<file path="config.mk">
export PLATFORM = sky130hd
export DESIGN_NAME = aig_ctrl
export DESIGN_NICKNAME = d
export VERILOG_FILES = /design/src/aig_pkg.sv /design/src/aig_ctrl.sv
export SDC_FILE = /design/constraint.sdc
export NUM_CORES = 1
export LEC_CHECK = 0
export CELL_PAD_IN_SITES_DETAIL_PLACEMENT = 1
export CELL_PAD_IN_SITES_GLOBAL_PLACEMENT = 2
export CORE_MARGIN = 2
export CORE_UTILIZATION = 35
export CTS_CLUSTER_DIAMETER = 80
export DETAILED_ROUTE_END_ITERATION = 12
export DONT_BUFFER_PORTS = 1
export PLACE_DENSITY = 0.85
export SETUP_SLACK_MARGIN = 0.5
export SYNTH_ARGS = -nofsm -noshare
export SYNTH_HDL_FRONTEND = slang
export SYNTH_SLANG_ARGS = --single-unit
</file>
<file path="constraint.sdc">
create_clock -name clk -period 3 [get_ports clk]
set_input_delay 0.15 -clock clk [delete_from_list [all_inputs] [get_ports clk]]
set_output_delay 0.15 -clock clk [all_outputs]
set_load 0.1 [all_outputs]
</file>
<file path="src/aig_pkg.sv">
// Shared types and constants for the Apollonian gasket point stepper.
// Used by the controller, the datapath and the top level.
`timescale 1ns / 1ps
package aig_pkg;

  localparam int CFG_IDX_BITS = 3;

  typedef enum logic [2:0] {
    CFG_LEFT   = 3'd0,
    CFG_BOTTOM = 3'd1,
    CFG_VIEWH  = 3'd2,
    CFG_XSCALE = 3'd3,
    CFG_YSCALE = 3'd4,
    CFG_WIDTH  = 3'd5,
    CFG_HEIGHT = 3'd6,
    CFG_COLOUR = 3'd7
  } cfg_idx_t;

  // Datapath operations, one per controller step.
  typedef enum logic [4:0] {
    OP_U    = 5'd0,   // u = 1 + r - x
    OP_SQU  = 5'd1,   // acc = u^2
    OP_D    = 5'd2,   // d = sat(acc + y^2)
    OP_DIVA = 5'd3,   // start 3u / d
    OP_A0   = 5'd4,   // a0 = sat(q - shift)
    OP_DIVB = 5'd5,   // start 3y / d
    OP_B0   = 5'd6,   // b0 = q
    OP_SQA  = 5'd7,   // acc = a0^2
    OP_E    = 5'd8,   // e = sat(acc + b0^2)
    OP_DIVF = 5'd9,   // start a0 / e
    OP_FX   = 5'd10,  // f1x = q
    OP_DIVG = 5'd11,  // start -b0 / e
    OP_FY   = 5'd12,  // f1y = q
    OP_MX   = 5'd13,  // mx = f1x * r
    OP_MY   = 5'd14,  // my = f1y * r
    OP_PX   = 5'd15,  // pixel x product
    OP_PY   = 5'd16,  // pixel y product
    OP_FIN  = 5'd17,  // result and point update
    OP_NONE = 5'd18
  } op_t;

  typedef struct packed {
    op_t  op;
    logic load;      // capture branch at item acceptance
  } dp_cmd_t;

  typedef struct packed {
    logic div_busy;
  } dp_stat_t;

endpackage

</file>
<file path="src/aig_ctrl.sv">
// Controller: sequences the datapath operations for one step.
// Depends on aig_pkg.
`timescale 1ns / 1ps
module aig_ctrl
  import aig_pkg::*;
(
  input  logic     clk,
  input  logic     rst_n,
  input  logic     in_fire,
  output logic     in_ready,
  input  logic     out_busy,
  output logic     out_load,
  input  dp_stat_t stat,
  output dp_cmd_t  cmd
);
  typedef enum logic [3:0] {
    S_IDLE = 4'b0001,
    S_RUN  = 4'b0010,
    S_WAIT = 4'b0100,
    S_OUT  = 4'b1000
  } state_t;

  state_t state_r, state_nxt;
  op_t    op_r, op_nxt;

  always_comb begin
    state_nxt = state_r;
    op_nxt    = op_r;
    cmd.op    = OP_NONE;
    cmd.load  = in_fire;
    out_load  = 1'b0;
    in_ready  = (state_r == S_IDLE);
    unique case (state_r)
      S_IDLE: if (in_fire) begin state_nxt = S_RUN; op_nxt = OP_U; end
      S_RUN: begin
        cmd.op = op_r;
        if (op_r == OP_DIVA || op_r == OP_DIVB || op_r == OP_DIVF ||
            op_r == OP_DIVG) begin
          state_nxt = S_WAIT;
          op_nxt = op_t'(op_r + 1'b1);
        end else if (op_r == OP_PY) begin
          state_nxt = S_OUT;
        end else op_nxt = op_t'(op_r + 1'b1);
      end
      S_WAIT: if (!stat.div_busy) state_nxt = S_RUN;
      S_OUT: if (!out_busy) begin
        cmd.op = OP_FIN; out_load = 1'b1; state_nxt = S_IDLE;
      end
      default: state_nxt = S_IDLE;
    endcase
  end

  always_ff @(posedge clk) begin
    if (!rst_n) begin state_r <= S_IDLE; op_r <= OP_NONE; end
    else begin state_r <= state_nxt; op_r <= op_nxt; end
  end

`ifndef SYNTHESIS
  a_onehot: assert property (@(posedge clk) disable iff (!rst_n) $onehot(state_r))
    else $error("state not one-hot");
  a_fire_idle: assert property (@(posedge clk) disable iff (!rst_n)
    in_fire |-> state_r == S_IDLE) else $error("accept outside idle");
  a_fin: assert property (@(posedge clk) disable iff (!rst_n)
    out_load |=> state_r == S_IDLE) else $error("finish not back to idle");
`endif
endmodule

</file>
# Yosys cells after proc, flatten, opt, wreduce, memory -nomap -nowiden
# Cells that the tools add are included.
[totals]
regBits = 9
out_inout_bits = 8
wordCells = 37
[classes]
n_addsub = 1
eq_ne = 14
mux = 14
reduce_logical = 6
[op_table]
columns = ["cell", "n"]
rows = [
  ["$mux 4", 5],
  ["$pmux 5 s2", 2],
  ["$pmux 4 s4", 1],
  ["$mux 5", 3],
  ["$eq 5x4->1 const B", 2],
  ["$ne 2x2->1 const B", 3],
  ["$ne 3x3->1 const B", 2],
  ["$add 5x1->5 const B", 1],
  ["$eq 5x2->1 const B", 1],
  ["$eq 5x3->1 const B", 1],
  ["$eq 5x5->1 const B", 1],
  ["$eq 4x1->1 const B", 1],
  ["$eq 4x2->1 const B", 1],
  ["$eq 4x3->1 const B", 1],
  ["$eq 4x4->1 const B", 1],
  ["$reduce_and 4->1", 1],
  ["$logic_or 1x1->1", 3],
  ["$reduce_and 3->1", 1],
  ["$mux 1", 2],
  ["$mux 2", 1],
  ["$reduce_bool 2->1", 1],
]

# Logic depth before layout (Yosys ltp)
[depth]
word_depth = 6
mapped_depth = 6
mapped_depth_nobuf = 6

# Worst setup path before layout
# OpenSTA, ideal clock, no wires.
[synth_path]
path_type = "reg2reg"
start = "register state_r[0]"
end = "register state_r[0]"
t_arrival_ps = 4067
path_slack_ps = -1125
path_stages_with_launch = 6
path_buffers = 1
synth_period_minus_slack_ps = 4125
cell_sequence = "dfxtp_1 buf_2 nor4b_1 nand2b_1 nand2_1 a31o_2"
[synth_between]
elab_chain_len = 3
word_cells_on_any_way = 10
classes_between = "eq/ne: 8; mux: 1; reduce/logical: 1"
[synth_rtl]
columns = ["item", "line_no", "rtl"]
rows = [
  ["from (decl)", "aig_ctrl.sv:23", "state_t state_r, state_nxt;"],
  ["from (signal assigned)", "aig_ctrl.sv:55", "else begin state_r <= state_nxt; op_r <= op_nxt; end"],
  ["$eq 4x1->1 *", "--", ""],
  ["named net in_ready", "aig_ctrl.sv:10", "output logic in_ready,"],
  ["$ne 2x2->1 (no source line)", "--", ""],
  ["$reduce_and 4->1 (no source line)", "--", ""],
]
# The timed path passes the listed nets; every way through them passes the cells marked *.
# A chain may end at the register's enable or synchronous reset.

==> impl_metrics.json <==
{
  "status": "finished clean",
  "gr-total-overflow": 0,
  "drtPass1Iterations": 4,
  "ys_seq_elements": 9,
  "ctsRootBufferMaster": "clkbuf_4",
  "ys_types": 32,
  "reg2reg_slack_ns": 1.05,
  "vias": 631,
  "dr.first_iter.drc_count": 10,
  "track_usage": 0.1913,
  "powerDensity_mw_per_mm2": 606.1,
  "rr_startpoint": "op_r[0]",
  "cts_tree": "built",
  "path_clk_slew_ns": 0.06,
  "reg2regPathDepth": 6,
  "clock_skew_ns": 0.008036,
  "crit_type": "reg2out",
  "synthTopCellsByArea": "dfxtp_1 27%, ha_1 5.7%, a211oi_1 4.6%",
  "hp-class": "in2reg",
  "drc_errors": 0,
  "power.leakage_uw": 0.0002772,
  "core_area_mm2": 0.001745,
  "wl_mm": 1.810,
  "crit_path_start": "state_r[0]",
  "worstMarginPinSlew_ns": 0.6772,
  "grt_pass1_wl_mm": 2.994,
  "report.final.slew_viol_count": 0,
  "clk_latency_ns": 0.26,
  "area_growth_pct": 17.18,
  "start_kind": "flop",
  "synth_area_leader_cell": "dfxtp_1",
  "grt_max_degree": 13,
  "setup_viol": 0,
  "cts.sinks": 9,
  "drive_above_1_share": 0.2069,
  "syn_avg_cell_area_um2": 8.195,
  "hold_viol": 0,
  "synthCells": 80,
  "rsz0062_at_grt": "no",
  "layout_setup_ws_ns": 0.7554,
  "setup-tns-final_ns": 0,
  "num_io_pins": 13,
  "portBuffers": 0,
  "place_hpwl_mm": 1.308,
  "use_met3": 0.06154,
  "synth_nets": 88,
  "die_area_mm2": 0.002235,
  "cp-end-kind": "output pin",
  "cp-endpoint": "cmd[2]",
  "cts_max_level": 1,
  "vias_per_cell": 5.634,
  "die_x_um": 47.28,
  "synth_top_area_share": 0.2748,
  "worst_ep_arrival_time_ns": 2.09,
  "max-cap-violations": 0,
  "ir_drop_uv": 432.4,
  "place_congestion": 0.7895,
  "n_antenna_cell": 0,
  "top_usage_layer": "met2",
  "synthArstFlopShare": 0,
  "antenna_found_initial": 0,
  "use_met2": 0.2811,
  "synth_edf_count": 0,
  "ys_seq_area_frac": 0.2748,
  "dp_slack_ns": 1.054,
  "die_y_um": 47.28,
  "min_period_over_period": 0.7482,
  "placed_area_um2": 732.0,
  "max_freq_mhz": 445.5,
  "cts-buffers-inserted": 3,
  "wire_per_inst_um": 16.16,
  "synthFlopType": "dfxtp_1",
  "grt_pass1_vias": 619,
  "cts_buffer_depth": 2,
  "final_antenna_net_count": 0,
  "critical_path.max_fanout": 12,
  "fin_area_um2": 768.2,
  "r2r-end": "op_r[1]",
  "post-route-min-period_ns": 2.245,
  "initial_core_util": 0.3756,
  "placementRows": 15,
  "required_ns": 2.85,
  "ys_warn_count": 0,
  "fin_nets": 96,
  "relSlewSlack": 0.5458,
  "synth_area_um2": 655.6,
  "globalRouteMet1Util": 0.2752
}
-- power breakdown --
group          internal [uW]  switching [uW]  leakage, uW
clock network           51.2            41.5    0.0000150
logic                   71.8             125     0.000189
registers                137            39.7    0.0000737
total                    260             206     0.000277
-- placed cells by master, fill, tap and decap left out, types with 4 or more instances in the layout --
master	synthesis	routed
dfxtp_1	9	9
nand2_1	8	8
inv_1	7	7
buf_4	1	7
a211oi_1	4	4
nand3_1	4	4
-- stage by stage --
stage | utilization | hold slack, ns | total power (uW) | std cells
floorplan | - | 0.2308 | 334.5 | 80
global placement | 0.4194 | 0.2371 | 368.9 | 107
detailed placement | 0.4194 | 0.2409 | 370.7 | 107
CTS | 0.4401 | 0.02106 | 469.3 | 112
global route | 0.4401 | 0.02736 | 493.9 | 112
finish | 0.4401 | 0.02770 | 465.6 | 112
-- state kept, by name, indices dropped and copies added, names as in the netlist --
signal / cells
state_r: 4
op_r: 5
-- routing by layer --
layer  vias up  wire length, um
met5         -                0
met4         0               10
met3         2               87
met2        13              871
met1       311              841
li1        305                -
-- cell usage after synthesis, types with 2 or more instances --
master    count
dfxtp_1       9
o22ai_1       3
o21ai_0       3
ha_1          3
a211oi_1      4
nand3_1       4
nand2_1       8
or3_1         3
nand3b_1      3
a31oi_1       3
a21oi_1       2
nor2_1        4
inv_1         7
buf_2         2
and2_1        2
nand2b_1      3
buf_6         2
-- critical path: stages (launching register included) --
cell     delay [ns]
dfxtp_1        0.44
or4_1          0.66
nor2_4         0.13
buf_4          0.31
a21oi_2        0.05
buf_4          0.25
-- timing repair --
action,4_1_cts,5_1_grt
buffers inserted,0,0
hold buffers,1,0
endpoints found under the hold margin,1,0
resized for setup,0,0
-- cells by family (layout without fill, tap and decap cells) --
logic type      Yosys count  after routing  synth area share
simple gates             36             36            0.3492
compound gates           19             19            0.2042
buf+inv                  12             19            0.1012
flops                     9              9            0.2748
fa+ha+maj                 3              3           0.05726
xor+xnor                  1              1           0.01336
-- final cells by class --
cell class	instances	area, um^2
well taps	25	31.28
flip-flops and latches	9	180.2
multi-input cells	59	441.7
clock buffers	4	26.28
repair buffers	8	62.56
inverters	7	26.28
fillers	218	977.2
-- worst min-delay path by stage --
| stage | to | cells after the start | slack, ns | from |
|---|---|---|---|---|
| after floorplan | op_r[4] | 1 | 0.23 | rst_n |
| after global placement | op_r[4] | 1 | 0.24 | rst_n |
| after detailed placement | op_r[4] | 1 | 0.24 | rst_n |
| after CTS | op_r[3] | 2 | 0.02 | rst_n |
| after global routing | op_r[3] | 2 | 0.03 | rst_n |
| final | op_r[3] | 2 | 0.03 | rst_n |
No activity file was read; power rests on OpenSTA's default activity.
